<file path="src/sv/c93_pkg.sv">
package c93_pkg;

	localparam int MaxLen     = 64;
	localparam int QueueDepth = 4;
	localparam int QPtrW      = $clog2(QueueDepth);
	localparam int QCntW      = $clog2(QueueDepth + 1);

	localparam logic [1:0] CMD_BEGIN = 2'd0;
	localparam logic [1:0] CMD_DATA  = 2'd1;
	localparam logic [1:0] CMD_END   = 2'd2;

	localparam logic [8:0] START_STOP = 9'h15E;
	localparam logic [8:0] TERM_BAR   = 9'h001;
	localparam logic [3:0] SYM_BITS   = 4'd9;
	localparam logic [3:0] TERM_BITS  = 4'd1;
	localparam logic [5:0] MOD_CHECK  = 6'd47;

	typedef enum logic [1:0] {
		ERR_NONE = 2'd0,
		ERR_CHAR = 2'd1,
		ERR_MANY = 2'd2,
		ERR_FEW  = 2'd3
	} err_t;

	typedef enum logic [1:0] {
		JOB_BEGIN = 2'd0,
		JOB_DATA  = 2'd1,
		JOB_END   = 2'd2,
		JOB_ERR   = 2'd3
	} job_kind_t;

	// one queued job; products are raw, reduced mod 47 in the back end
	typedef struct packed {
		job_kind_t   kind;
		err_t        err;
		logic [5:0]  value;
		logic [9:0]  c_prod;
		logic [9:0]  k_prod;
		logic [9:0]  width;
	} job_t;

	function automatic logic [8:0] symbol_pattern(input logic [5:0] v);
		logic [8:0] p;
		case (v)
			6'd0:  p = 9'h114;
			6'd1:  p = 9'h148;
			6'd2:  p = 9'h144;
			6'd3:  p = 9'h142;
			6'd4:  p = 9'h128;
			6'd5:  p = 9'h124;
			6'd6:  p = 9'h122;
			6'd7:  p = 9'h150;
			6'd8:  p = 9'h112;
			6'd9:  p = 9'h10A;
			6'd10: p = 9'h1A8;
			6'd11: p = 9'h1A4;
			6'd12: p = 9'h1A2;
			6'd13: p = 9'h194;
			6'd14: p = 9'h192;
			6'd15: p = 9'h18A;
			6'd16: p = 9'h168;
			6'd17: p = 9'h164;
			6'd18: p = 9'h162;
			6'd19: p = 9'h134;
			6'd20: p = 9'h11A;
			6'd21: p = 9'h158;
			6'd22: p = 9'h14C;
			6'd23: p = 9'h146;
			6'd24: p = 9'h12C;
			6'd25: p = 9'h116;
			6'd26: p = 9'h1B4;
			6'd27: p = 9'h1B2;
			6'd28: p = 9'h1AC;
			6'd29: p = 9'h1A6;
			6'd30: p = 9'h196;
			6'd31: p = 9'h19A;
			6'd32: p = 9'h16C;
			6'd33: p = 9'h166;
			6'd34: p = 9'h136;
			6'd35: p = 9'h13A;
			6'd36: p = 9'h12E;
			6'd37: p = 9'h1D4;
			6'd38: p = 9'h1D2;
			6'd39: p = 9'h1CA;
			6'd40: p = 9'h16E;
			6'd41: p = 9'h176;
			6'd42: p = 9'h1AE;
			6'd43: p = 9'h126;
			6'd44: p = 9'h1DA;
			6'd45: p = 9'h1D6;
			6'd46: p = 9'h132;
			default: p = 9'h000;
		endcase
		return p;
	endfunction

endpackage

</file>
<file path="src/sv/c93_front.sv">
module c93_front (
	input  logic          clk,
	input  logic          arst_n,
	input  logic          in_valid,
	output logic          in_stall,
	input  logic [1:0]    cmd,
	input  logic [7:0]    char_code,
	input  logic [6:0]    msg_length,
	input  logic          q_full,
	output logic          q_push,
	output c93_pkg::job_t q_job
);
	import c93_pkg::*;

	typedef enum logic [2:0] {
		PH_IDLE   = 3'b001,
		PH_ACTIVE = 3'b010,
		PH_DROP   = 3'b100
	} phase_t;

	phase_t      phase_q;
	logic [4:0]  c_weight_q;
	logic [3:0]  k_weight_q;
	logic [6:0]  remain_q;
	logic [9:0]  width_q;

	// bit 6 flags a member of the character set
	function automatic logic [6:0] char_value(input logic [7:0] ch);
		logic [6:0] r;
		case (ch) inside
			[8'h30:8'h39]: r = {1'b1, 6'(ch - 8'h30)};
			[8'h41:8'h5A]: r = {1'b1, 6'(ch - 8'h37)};
			8'h2D:         r = {1'b1, 6'd36};
			8'h2E:         r = {1'b1, 6'd37};
			8'h20:         r = {1'b1, 6'd38};
			8'h24:         r = {1'b1, 6'd39};
			8'h2F:         r = {1'b1, 6'd40};
			8'h2B:         r = {1'b1, 6'd41};
			8'h25:         r = {1'b1, 6'd42};
			default:       r = 7'd0;
		endcase
		return r;
	endfunction

	function automatic logic [4:0] mod20(input logic [6:0] x);
		logic [6:0] r;
		r = x;
		if (r >= 7'd80) r = r - 7'd80;
		if (r >= 7'd40) r = r - 7'd40;
		if (r >= 7'd20) r = r - 7'd20;
		return r[4:0];
	endfunction

	function automatic logic [3:0] mod15(input logic [6:0] x);
		logic [6:0] r;
		r = x;
		if (r >= 7'd120) r = r - 7'd120;
		if (r >= 7'd60) r = r - 7'd60;
		if (r >= 7'd30) r = r - 7'd30;
		if (r >= 7'd15) r = r - 7'd15;
		return r[3:0];
	endfunction

	logic        accept;
	logic [6:0]  lookup;
	logic [10:0] width_raw;
	logic [9:0]  width_new;
	logic [9:0]  c_full;
	logic [9:0]  k_full;
	logic        too_long;

	assign in_stall  = q_full;
	assign accept    = in_valid && !q_full;
	assign lookup    = char_value(char_code);
	assign width_raw = {4'd0, msg_length} * 11'd9 + 11'd37;
	assign width_new = (width_raw > 11'd1023) ? 10'd1023 : width_raw[9:0];
	// largest product is 42 * 20, well inside 10 bits
	assign c_full    = {4'd0, lookup[5:0]} * {5'd0, c_weight_q};
	assign k_full    = {4'd0, lookup[5:0]} * {6'd0, k_weight_q};
	assign too_long  = {1'b0, msg_length} > 8'(MaxLen);

	always_comb begin
		q_push       = 1'b0;
		q_job.kind   = JOB_DATA;
		q_job.err    = ERR_NONE;
		q_job.value  = lookup[5:0];
		q_job.c_prod = c_full;
		q_job.k_prod = k_full;
		q_job.width  = width_q;
		if (accept) begin
			case (cmd)
				CMD_BEGIN: begin
					q_push      = 1'b1;
					q_job.width = width_new;
					if (too_long) begin
						q_job.kind = JOB_ERR;
						q_job.err  = ERR_MANY;
					end else begin
						q_job.kind = JOB_BEGIN;
					end
				end
				CMD_DATA: begin
					if (phase_q == PH_ACTIVE) begin
						q_push = 1'b1;
						if (remain_q == 7'd0) begin
							q_job.kind = JOB_ERR;
							q_job.err  = ERR_MANY;
						end else if (!lookup[6]) begin
							q_job.kind = JOB_ERR;
							q_job.err  = ERR_CHAR;
						end
					end
				end
				CMD_END: begin
					if (phase_q == PH_ACTIVE) begin
						q_push = 1'b1;
						if (remain_q != 7'd0) begin
							q_job.kind = JOB_ERR;
							q_job.err  = ERR_FEW;
						end else begin
							q_job.kind = JOB_END;
						end
					end
				end
				default: q_push = 1'b0;
			endcase
		end
	end

	always_ff @(posedge clk or negedge arst_n) begin
		if (!arst_n) begin
			phase_q    <= PH_IDLE;
			c_weight_q <= 5'd1;
			k_weight_q <= 4'd1;
			remain_q   <= 7'd0;
			width_q    <= 10'd37;
		end else if (accept) begin
			if (cmd == CMD_BEGIN) begin
				width_q  <= width_new;
				remain_q <= msg_length;
				if (msg_length == 7'd0) begin
					c_weight_q <= 5'd1;
					k_weight_q <= 4'd1;
				end else begin
					c_weight_q <= mod20(msg_length - 7'd1) + 5'd1;
					k_weight_q <= mod15(msg_length) + 4'd1;
				end
				phase_q <= too_long ? PH_DROP : PH_ACTIVE;
			end else if (q_push) begin
				if (q_job.kind == JOB_ERR) begin
					phase_q <= PH_DROP;
				end else if (q_job.kind == JOB_END) begin
					phase_q <= PH_IDLE;
				end else begin
					c_weight_q <= (c_weight_q <= 5'd1) ? 5'd20 : c_weight_q - 5'd1;
					k_weight_q <= (k_weight_q <= 4'd1) ? 4'd15 : k_weight_q - 4'd1;
					remain_q   <= remain_q - 7'd1;
				end
			end
		end
	end

endmodule

</file>
<file path="src/sv/c93_fifo.sv">
module c93_fifo (
	input  logic          clk,
	input  logic          arst_n,
	input  logic          push,
	input  c93_pkg::job_t wr_job,
	input  logic          pop,
	output c93_pkg::job_t rd_job,
	output logic          not_empty,
	output logic          full
);
	import c93_pkg::*;

	job_t             slot_q [QueueDepth];
	logic [QPtrW-1:0] wr_ptr_q;
	logic [QPtrW-1:0] rd_ptr_q;
	logic [QCntW-1:0] count_q;

	assign rd_job    = slot_q[rd_ptr_q];
	assign not_empty = count_q != '0;
	assign full      = count_q == QCntW'(QueueDepth);

	always_ff @(posedge clk) begin
		if (push) begin
			slot_q[wr_ptr_q] <= wr_job;
		end
	end

	always_ff @(posedge clk or negedge arst_n) begin
		if (!arst_n) begin
			wr_ptr_q <= '0;
			rd_ptr_q <= '0;
			count_q  <= '0;
		end else begin
			if (push) begin
				wr_ptr_q <= (wr_ptr_q == QPtrW'(QueueDepth - 1)) ? '0 : wr_ptr_q + QPtrW'(1);
			end
			if (pop) begin
				rd_ptr_q <= (rd_ptr_q == QPtrW'(QueueDepth - 1)) ? '0 : rd_ptr_q + QPtrW'(1);
			end
			case ({push, pop})
				2'b10:   count_q <= count_q + QCntW'(1);
				2'b01:   count_q <= count_q - QCntW'(1);
				default: count_q <= count_q;
			endcase
		end
	end

endmodule

</file>
<file path="src/sv/c93_back.sv">
module c93_back (
	input  logic          clk,
	input  logic          arst_n,
	input  logic          q_valid,
	input  c93_pkg::job_t q_job,
	output logic          q_pop,
	output logic          out_valid,
	input  logic          out_stall,
	output logic [8:0]    pattern,
	output logic [3:0]    bit_count,
	output logic [1:0]    error_code,
	output logic [9:0]    total_width,
	output logic          last
);
	import c93_pkg::*;

	// trailing results of an end job
	typedef enum logic [3:0] {
		BK_RUN  = 4'b0001,
		BK_K    = 4'b0010,
		BK_STOP = 4'b0100,
		BK_TERM = 4'b1000
	} back_state_t;

	function automatic logic [5:0] mod47(input logic [9:0] x);
		logic [9:0] r;
		r = x;
		if (r >= 10'd752) r = r - 10'd752;
		if (r >= 10'd376) r = r - 10'd376;
		if (r >= 10'd188) r = r - 10'd188;
		if (r >= 10'd94) r = r - 10'd94;
		if (r >= 10'd47) r = r - 10'd47;
		return r[5:0];
	endfunction

	function automatic logic [5:0] add47(input logic [5:0] a, input logic [5:0] b);
		logic [6:0] s;
		s = {1'b0, a} + {1'b0, b};
		if (s >= {1'b0, MOD_CHECK}) s = s - {1'b0, MOD_CHECK};
		return s[5:0];
	endfunction

	back_state_t state_q;
	logic [5:0]  csum_q;
	logic [5:0]  ksum_q;
	logic [5:0]  kval_q;
	logic        out_valid_q;
	logic [8:0]  pattern_q;
	logic [3:0]  count_q;
	err_t        err_q;
	logic [9:0]  width_q;
	logic        last_q;

	logic        out_free;
	logic [5:0]  csum_next;
	logic [5:0]  ksum_next;

	assign out_free  = !out_valid_q || !out_stall;
	assign q_pop     = q_valid && out_free && (state_q == BK_RUN);
	assign csum_next = add47(csum_q, mod47(q_job.c_prod));
	assign ksum_next = add47(ksum_q, mod47(q_job.k_prod));

	assign out_valid   = out_valid_q;
	assign pattern     = pattern_q;
	assign bit_count   = count_q;
	assign error_code  = err_q;
	assign total_width = width_q;
	assign last        = last_q;

	always_ff @(posedge clk or negedge arst_n) begin
		if (!arst_n) begin
			state_q     <= BK_RUN;
			out_valid_q <= 1'b0;
			csum_q      <= 6'd0;
			ksum_q      <= 6'd0;
		end else if (out_free) begin
			case (state_q)
				BK_RUN: begin
					out_valid_q <= q_valid;
					if (q_valid) begin
						case (q_job.kind)
							JOB_DATA: begin
								csum_q <= csum_next;
								ksum_q <= ksum_next;
							end
							JOB_END: state_q <= BK_K;
							default: begin
								csum_q <= 6'd0;
								ksum_q <= 6'd0;
							end
						endcase
					end
				end
				BK_K:    state_q <= BK_STOP;
				BK_STOP: state_q <= BK_TERM;
				BK_TERM: state_q <= BK_RUN;
				default: state_q <= BK_RUN;
			endcase
		end
	end

	// result payload; width holds across the trailing results of an end job
	always_ff @(posedge clk) begin
		if (out_free) begin
			case (state_q)
				BK_RUN: begin
					if (q_valid) begin
						width_q <= q_job.width;
						count_q <= SYM_BITS;
						err_q   <= ERR_NONE;
						last_q  <= 1'b0;
						case (q_job.kind)
							JOB_BEGIN: pattern_q <= START_STOP;
							JOB_DATA:  pattern_q <= symbol_pattern(q_job.value);
							JOB_END: begin
								pattern_q <= symbol_pattern(csum_q);
								kval_q    <= add47(ksum_q, csum_q);
							end
							default: begin
								pattern_q <= 9'd0;
								count_q   <= 4'd0;
								err_q     <= q_job.err;
								last_q    <= 1'b1;
							end
						endcase
					end
				end
				BK_K: pattern_q <= symbol_pattern(kval_q);
				BK_STOP: pattern_q <= START_STOP;
				BK_TERM: begin
					pattern_q <= TERM_BAR;
					count_q   <= TERM_BITS;
					last_q    <= 1'b1;
				end
				default: pattern_q <= pattern_q;
			endcase
		end
	end

endmodule

</file>
<file path="src/sv/code93_barcode_encoder.sv">
// Code 93 encoder with C and K check characters. Send a begin item (cmd 0)
// with the message length, one data item (cmd 1) per character, then an end
// item (cmd 2). Each begin or data item yields one 9-module pattern, the end
// item yields four results (C, K, stop, 1-module termination bar with last
// set); an error yields a single result with last set and items up to the
// next begin are discarded. One item is taken per clock unless the queue is
// full: the front end classifies it and computes the check products in the
// same cycle, a 4-entry job queue follows, and the back end reduces the sums
// mod 47 and emits one result per clock from its output register while the
// output is not stalled. An end item holds the back end in its K, stop and
// termination states, which the queue absorbs; input stalls only when it is full.
module code93_barcode_encoder (
	input  logic       clk,
	input  logic       arst_n,
	input  logic       in_valid,
	output logic       in_stall,
	input  logic [1:0] cmd,
	input  logic [7:0] char_code,
	input  logic [6:0] msg_length,
	output logic       out_valid,
	input  logic       out_stall,
	output logic [8:0] pattern,
	output logic [3:0] bit_count,
	output logic [1:0] error_code,
	output logic [9:0] total_width,
	output logic       last
);
	import c93_pkg::*;

	logic q_full;
	logic q_push;
	logic q_pop;
	logic q_valid;
	job_t push_job;
	job_t head_job;

	c93_front u_front (
		.clk        (clk),
		.arst_n     (arst_n),
		.in_valid   (in_valid),
		.in_stall   (in_stall),
		.cmd        (cmd),
		.char_code  (char_code),
		.msg_length (msg_length),
		.q_full     (q_full),
		.q_push     (q_push),
		.q_job      (push_job)
	);

	c93_fifo u_fifo (
		.clk       (clk),
		.arst_n    (arst_n),
		.push      (q_push),
		.wr_job    (push_job),
		.pop       (q_pop),
		.rd_job    (head_job),
		.not_empty (q_valid),
		.full      (q_full)
	);

	c93_back u_back (
		.clk         (clk),
		.arst_n      (arst_n),
		.q_valid     (q_valid),
		.q_job       (head_job),
		.q_pop       (q_pop),
		.out_valid   (out_valid),
		.out_stall   (out_stall),
		.pattern     (pattern),
		.bit_count   (bit_count),
		.error_code  (error_code),
		.total_width (total_width),
		.last        (last)
	);

`ifndef ASSERT_OFF
	a_stall_needs_jobs: assert property (@(posedge clk) disable iff (!arst_n)
		in_stall |-> q_valid)
		else $error("input stalled with an empty job queue");

	a_last_shape: assert property (@(posedge clk) disable iff (!arst_n)
		out_valid && last |-> (bit_count == TERM_BITS && error_code == ERR_NONE) ||
			(bit_count == 4'd0 && error_code != ERR_NONE))
		else $error("last result is neither termination bar nor error");

	a_error_shape: assert property (@(posedge clk) disable iff (!arst_n)
		out_valid && error_code != ERR_NONE |-> last && pattern == 9'd0)
		else $error("error result malformed");

	a_width_floor: assert property (@(posedge clk) disable iff (!arst_n)
		out_valid |-> total_width >= 10'd37)
		else $error("total width below empty message width");
`endif

endmodule

</file>
<file path="config.mk">
export PLATFORM = sky130hd
export DESIGN_NAME = code93_barcode_encoder
export DESIGN_NICKNAME = d
export VERILOG_FILES = /design/src/sv/c93_pkg.sv /design/src/sv/c93_front.sv /design/src/sv/c93_fifo.sv /design/src/sv/c93_back.sv /design/src/sv/code93_barcode_encoder.sv
export SDC_FILE = /design/constraint.sdc
export NUM_CORES = 1
export LEC_CHECK = 0
export BUFFER_PORTS_ARGS = -buffer_cell sky130_fd_sc_hd__buf_2
export CAP_MARGIN = 40
export CORE_AREA = 2 2 254 256
export CTS_BUF_LIST = sky130_fd_sc_hd__clkbuf_2 sky130_fd_sc_hd__clkbuf_4 sky130_fd_sc_hd__clkbuf_8
export CTS_CLUSTER_SIZE = 16
export DETAILED_ROUTE_END_ITERATION = 8
export DIE_AREA = 0 0 256 258
export PLACE_DENSITY = 0.48
export SETUP_SLACK_MARGIN = 0.05
export SKIP_LAST_GASP = 1
export SYNTH_ARGS = -nofsm -noshare
export SYNTH_HDL_FRONTEND = slang
export SYNTH_SLANG_ARGS = --single-unit
</file>
<file path="constraint.sdc">
create_clock -name clk -period 17.05 [get_ports clk]
set_input_delay 0 -clock clk [delete_from_list [all_inputs] [get_ports clk]]
set_output_delay 0 -clock clk [all_outputs]
set_load 0.01 [all_outputs]
</file>
=== Yosys cells after proc, flatten, opt, wreduce, memory -nomap -nowiden ===
Memories as Yosys holds them, arrays and structs flattened. A register that Yosys moved wholly into a read port is not among the register bits.
Cells that the tools add are included.

* Register bits after elaboration: 85
* Bits in latches: 0
* Memory bits (writable): 160
* ROM bits: 1536
* Input port bits: 21
* Output and inout bits: 28
* Word-level logic and storage cells: 255
* Memories kept: 4

* $add $sub $neg: 36
* Multiply operators: 3
* Div/mod/pow operators: 0
* Magnitude comparators: 28
* Eq/ne operators: 27
* Shifts and indexed selects: 0
* Muxes and demuxes: 107
* Bitwise gates (word level): 1
* Reductions and logical operators: 31

{| class="wikitable"
|+ Memories
! memory !! depth !! width !! read ports !! clocked after memory_dff !! write ports !! RTL line !! text
|-
| (name not given) || 64 || 8 || 1 || 0 || 0 || c93_pkg.sv:44 || <nowiki>case (v)</nowiki>
|-
| (name not given) || 64 || 8 || 1 || 0 || 0 || c93_pkg.sv:44 ||
|-
| (name not given) || 64 || 8 || 1 || 1 || 0 || c93_pkg.sv:44 ||
|-
| u_fifo.slot_q || 4 || 40 || 1 || 0 || 1 || c93_fifo.sv:13 || <nowiki>job_t slot_q [QueueDepth];</nowiki>
|}

{| class="wikitable"
|+ Operators with widths
! kind !! count
|-
| $mux W7 || 33
|-
| $mux W10 || 11
|-
| $mux W4 || 19
|-
| $eq A8 B6 Y1 const B || 7
|-
| $mux W5 || 10
|-
| $sub A6 B6 Y6 const B || 7
|-
| $mux W6 || 6
|-
| $pmux W9 S4 || 1
|-
| $ge A7 B6 Y1 const B || 5
|-
| $pmux W9 S3 || 1
|-
| $pmux W4 S3 || 2
|-
| $pmux W6 S2 || 2
|-
| $add A6 B6 Y7 || 3
|-
| $ge A10 B10 Y1 const B || 2
|-
| $ge A10 B6 Y1 const B || 2
|-
| $ge A10 B7 Y1 const B || 2
|-
| $ge A10 B8 Y1 const B || 2
|-
| $ge A10 B9 Y1 const B || 2
|-
| $sub A10 B10 Y10 const B || 2
|-
| $sub A10 B7 Y10 const B || 2
|-
| $sub A10 B8 Y10 const B || 2
|-
| $sub A10 B9 Y10 const B || 2
|-
| $mux W3 || 5
|-
| $reduce_and A3 Y1 || 5
|-
| 58 further kinds || 98
|}

=== Depth between registers and ports, before layout ===
* Depth after elaboration: 23
* Depth in mapped cells: 51
* Gate-level depth less buffers: 48

=== Hierarchy ===
From an unflattened synthesis, not the netlist that was laid out.

* Cells, all modules: 1881
* Area total of the unflattened synthesis: 19045.8 um^2

{| class="wikitable"
|+ Modules (own cells, without submodules)
! module !! instances !! cells each !! area an instance (um^2) !! sequential area each (um^2)
|-
| c93_back || 1 || 961 || 7428.4 || 1487.7
|-
| c93_fifo || 1 || 245 || 6236.0 || 4979.8
|-
| c93_front || 1 || 675 || 5381.4 || 733.2
|}

=== Worst setup path after synthesis ===
No wires, ideal clock.

* Path type: register to register
* From: register u_fifo.rd_ptr_q[0]
* To: register u_back.ksum_q[3]
* Setup time: 0.133 ns
* Arrival: 9.496 ns
* Required time: 16.917 ns
* Setup slack: 7.421 ns
* Cell stages (with the launch flop): 45
* Buffers on the path: 4
* Clock period less this slack: 9.629 ns
* Cell sequence: dfrtp_1 > buf_6 > buf_6 > buf_2 > mux4_2 > ha_1 > and4b_1 > and2_1 > o41ai_1 > nand3_1 > a21o_1 > a211oi_1 > ha_1 > clkbuf_1 > nand4_1 > o31ai_1 > o21a_1 > nor2_1 > (+9 left out) > ha_1 > nand2_1 > nor2_1 > mux2i_1 > o2111a_1 > a21oi_1 > a211oi_2 > mux2_2 > ha_1 > a21o_1 > a21o_1 > a21o_1 > a21oi_1 > xnor2_1 > a21oi_1 > nor4bb_1 > xnor2_1 > o21ai_0

* Longest elaborated chain between the ends: 15
* Elaborated cells on any way between the ends: 25
* Those cells by class: 7 x add/sub; 6 x order compare; 2 x eq/ne; 7 x mux; 1 x bitwise; 1 x reduce/logical; 1 x memory

{| class="wikitable"
|+ Ends and longest elaborated chain
! item !! RTL line !! text
|-
| start: declaration || c93_fifo.sv:15 || <nowiki>logic [QPtrW-1:0] rd_ptr_q;</nowiki>
|-
| start signal: assignment || c93_fifo.sv:38 || <nowiki>rd_ptr_q <= (rd_ptr_q == QPtrW'(QueueDepth - 1)) ? '0 : rd_ptr_q + QPtrW'(1);</nowiki>
|-
| $mem_v2 Z4 W40 * || -- ||
|-
| $sub A10 B10 Y10 or $ge A10 B10 Y1 (tied branches) || c93_back.sv:28 || <nowiki>if (r >= 10'd752) r = r - 10'd752;</nowiki>
|-
| $mux W10 || c93_back.sv:28 ||
|-
| $sub A10 B9 Y10 or $ge A10 B9 Y1 (tied branches) || c93_back.sv:29 || <nowiki>if (r >= 10'd376) r = r - 10'd376;</nowiki>
|-
| $mux W10 || c93_back.sv:29 ||
|-
| $sub A10 B8 Y10 or $ge A10 B8 Y1 (tied branches) || c93_back.sv:30 || <nowiki>if (r >= 10'd188) r = r - 10'd188;</nowiki>
|-
| $mux W10 || c93_back.sv:30 ||
|-
| $sub A10 B7 Y10 or $ge A10 B7 Y1 (tied branches) || c93_back.sv:31 || <nowiki>if (r >= 10'd94) r = r - 10'd94;</nowiki>
|-
| $mux W10 || c93_back.sv:31 ||
|-
| $ge A10 B6 Y1 or $sub A6 B6 Y6 (tied branches) || c93_back.sv:32 || <nowiki>if (r >= 10'd47) r = r - 10'd47;</nowiki>
|-
| $mux W6 || c93_back.sv:32 ||
|-
| $add A6 B6 Y7 || c93_back.sv:38 || <nowiki>s = {1'b0, a} + {1'b0, b};</nowiki>
|-
| $sub A6 B6 Y6 or $ge A7 B6 Y1 (tied branches) || c93_back.sv:39 || <nowiki>if (s >= {1'b0, MOD_CHECK}) s = s - {1'b0, MOD_CHECK};</nowiki>
|-
| $mux W6 || c93_back.sv:39 ||
|-
| $pmux W6 S2 || c93_back.sv:81 || <nowiki>case (q_job.kind)</nowiki>
|-
| end signal: assignment || c93_back.sv:84 || <nowiki>ksum_q <= ksum_next;</nowiki>
|-
| end: declaration || c93_back.sv:45 || <nowiki>logic [5:0] ksum_q;</nowiki>
|}

Mark *: on every way between the ends. The rest lies on a longest branch, timed or not.
A chain may end at the register's enable or synchronous reset.

=== Worst setup path after layout ===
Ends and elaborated chain as after synthesis.

==> reports/results.tsv <==
metric	value	unit
gr ovfl total	0	
vias in the first global route	14501	
relative slew slack	35.6	%
Initial Util	29.6	%
Final Max Tran Viols	0	
WP data required	17.52	ns
most numerous cell on the critical path	ha_1	
post-CTS setup buffers	0	
GPL Wtd Cong	0.830	
Reg2Reg Capture Point	u_back.ksum_q[3]$_DFFE_PN0P_	
number of max-cap violations	0	
status	completed	
initial antenna violation count	1	
RR Startpoint	u_fifo.rd_ptr_q[0]$_DFFE_PN0P_	
CP Capture Type	register	
Resized cells post-CTS	0	
CP delay by family, top	compound AO/OA/AOI/OAI gates	
clock-pin slew on the worst setup and hold paths	0.06	ns
minimum clock period	11.39	ns
CTS Buf Count	47	
hold_buf cts	17	
endpoints failing setup	0	
Mean Syn Cell Area	9.90	µm²
main flop type after synthesis	edfxtp_1	
Total Die Area	0.0660	mm²
Post-DP HPWL	33200	µm
clk_lat worst skew	0.64	ns
Mapped Cells	1902	
chip width	256	µm
register bit total from synthesis	251	
DR iter-0 viols	928	
clock skew	0.0431	ns
drt total wl	46600	µm
post-synthesis instance area	0.0188	mm²
total track usage	13.9	%
worst hold endpoint	u_fifo.slot_q[1][31]$_DFFE_PP_	
fin cells	2841	
first-pass GRT wire length	76100	µm
Critical-path top delay cell	dfrtp_2	
Setup TNS	0	ns
H-tree levels	2	
routed vias	14567	
Crit Path Category	register to register	
hold path start	char_code[1]	
Worst-Margin Slew	0.958	ns
core area	0.0636	mm²
placed cell area	0.0199	mm²
FMAX	0.0878	GHz
Detail Route Antenna Nets	0	
hold depth	2	
Startpoint Class	register	
Levels on crit path	42	
clk sinks	251	
WL/cell	16.4	µm
most common cell after layout, fill and taps aside	edfxtp_1	
Post-Place Cells	2736	
TritonRoute pass-1 iters	5	
CTS tree	done	
Synth cell types	102	
commonest cells after routing, fill and taps aside	edfxtp_1 (190), nand2_1 (189), a21oi_1 (156)	
number of flops mapped to enable cells by yosys	190	
HP Class	input port to register	
asr flop ratio synth	21.1	%
post-route DRC violation count	0	
R2R Setup Slk	5.66	ns
sequential-to-total area share from yosys stat	38.2	%
Fin. Hold Viols	0	
RSZ-0062 raised after global routing	no	
Placement Rows	93	
die height	258	µm
CP Buf/Inv Count	1	
final hold slack	0.0968	ns
routed vias/inst	5.13	
Top-Level Pins	49	
critical path fanouts, max	23	
Final #Nets	2127	
Crit path arrival time	11.85	ns
CTS root buf	clkbuf_8	
Port-buffer cells	46	
Final Cell Area	0.0212	mm²
Max stage delay on crit path	0.88	ns
R2R depth	42	
clk buf depth	3	
number of synthesis warnings	0	
area grow syn2layout	12.3	%
largest net degree at the start of global routing	42	
period utilisation layout	66.8	%
share of cells above drive strength 1	13.0	%
## cells in the mapped netlist, types with 21 or more instances
cell type	count	area share, %
a31oi_1	27	0.90
edfxtp_1	190	30
ha_1	134	8.9
dfrtp_1	46	6.1
and2_1	34	1.1
fa_1	25	2.7
a211oi_1	26	1.0
o211ai_1	21	0.84
a21oi_1	156	4.1
o21ai_0	104	2.8
clkbuf_1	63	1.3
mux2i_1	36	1.9
o22ai_1	28	0.93
inv_1	109	2.2
xnor2_1	65	3.0
nor2_1	115	2.3
mux4_2	39	4.7
nor3_1	29	0.77
nand3_1	42	1.1
nand2_1	189	3.8
xor2_1	25	1.2
a21o_1	36	1.4
## worst max-delay path by stage
stage	from	to	slack, ns
floorplan	u_fifo.rd_ptr_q[0]$_DFFE_PN0P_	u_back.ksum_q[3]$_DFFE_PN0P_	7.42
global placement	u_fifo.rd_ptr_q[0]$_DFFE_PN0P_	u_back.ksum_q[3]$_DFFE_PN0P_	6.10
detailed placement	u_fifo.rd_ptr_q[0]$_DFFE_PN0P_	u_back.ksum_q[3]$_DFFE_PN0P_	5.70
CTS	u_fifo.rd_ptr_q[0]$_DFFE_PN0P_	u_back.ksum_q[3]$_DFFE_PN0P_	5.67
global route	u_fifo.rd_ptr_q[0]$_DFFE_PN0P_	u_back.ksum_q[3]$_DFFE_PN0P_	4.49
finish	u_fifo.rd_ptr_q[0]$_DFFE_PN0P_	u_back.ksum_q[3]$_DFFE_PN0P_	5.66
## area by class of cell
cell class	count	area (µm²)
sequential	251	7200
fill	6508	42500
clock inverter	30	309
clock buffer	57	722
multi-input combinational	1449	10800
tap	855	1070
timing repair buffer	86	593
inverter	112	420
antenna	1	2.50
## flip-flops by register name, summed over array words and instances (netlist names), named ones only
name                flops
u_fifo.rd_ptr_q         2
u_fifo.count_q          3
u_front.c_weight_q      5
u_back.total_width     10
u_front.remain_q        7
u_back.state_q          4
u_fifo.slot_q         160
u_back.bit_count        2
u_front.phase_q         3
u_back.kval_q           6
u_back.out_valid        1
u_back.csum_q           6
u_back.last             1
u_front.width_q        10
u_fifo.wr_ptr_q         2
u_front.k_weight_q      4
u_back.error_code       2
u_back.ksum_q           6
u_back.pattern          9
## per-layer routing
metal | vias to the layer above | share of wire, % | global-route usage [%] | routed length (µm)
met5 | - | 0 | 0 | 0
met4 | 0 | 1.5 | 3.41 | 719
li1 | 7184 | - | - | -
met2 | 247 | 48 | 23.9 | 22300
met1 | 7082 | 47 | 18.4 | 22000
met3 | 54 | 3.3 | 2.01 | 1520
## stage by stage
stage	setup WS (ns)	util [%]
floorplan	7.42	-
global placement	6.10	31.2
detailed placement	5.70	31.3
CTS	5.67	33.2
global route	4.49	33.2
finish	5.66	33.2
## kinds of logic (layout without fill, tap and decap cells)
logic type,after synthesis,after routing,share of synthesized area (%)
AOI/OAI and AO/OA,571,571,20.1
buffers and inverters,203,285,4.32
muxes,97,97,7.91
xor gates and xnor gates,90,90,4.19
other,1,3,0.0199
DFF,251,251,38.2
adders and majority gates,159,159,11.6
and+or+nand+nor,530,530,13.6
## worst register-to-register path: cells and delay by family, from the launching register on
family	cells	cell delay (ns)
AO/OA/AOI/OAI	16	3.77
XOR/XNOR	5	1.25
adder cells (fa/ha/maj)	5	1.65
buffers and inverters	1	0.12
flip-flops	1	0.88
multiplexers	3	1.36
AND/OR/NAND/NOR	12	2.18
Power is left out: the tool's default activity adds up to more than one toggle a clock period on the data nets, which glitch-free logic cannot reach.
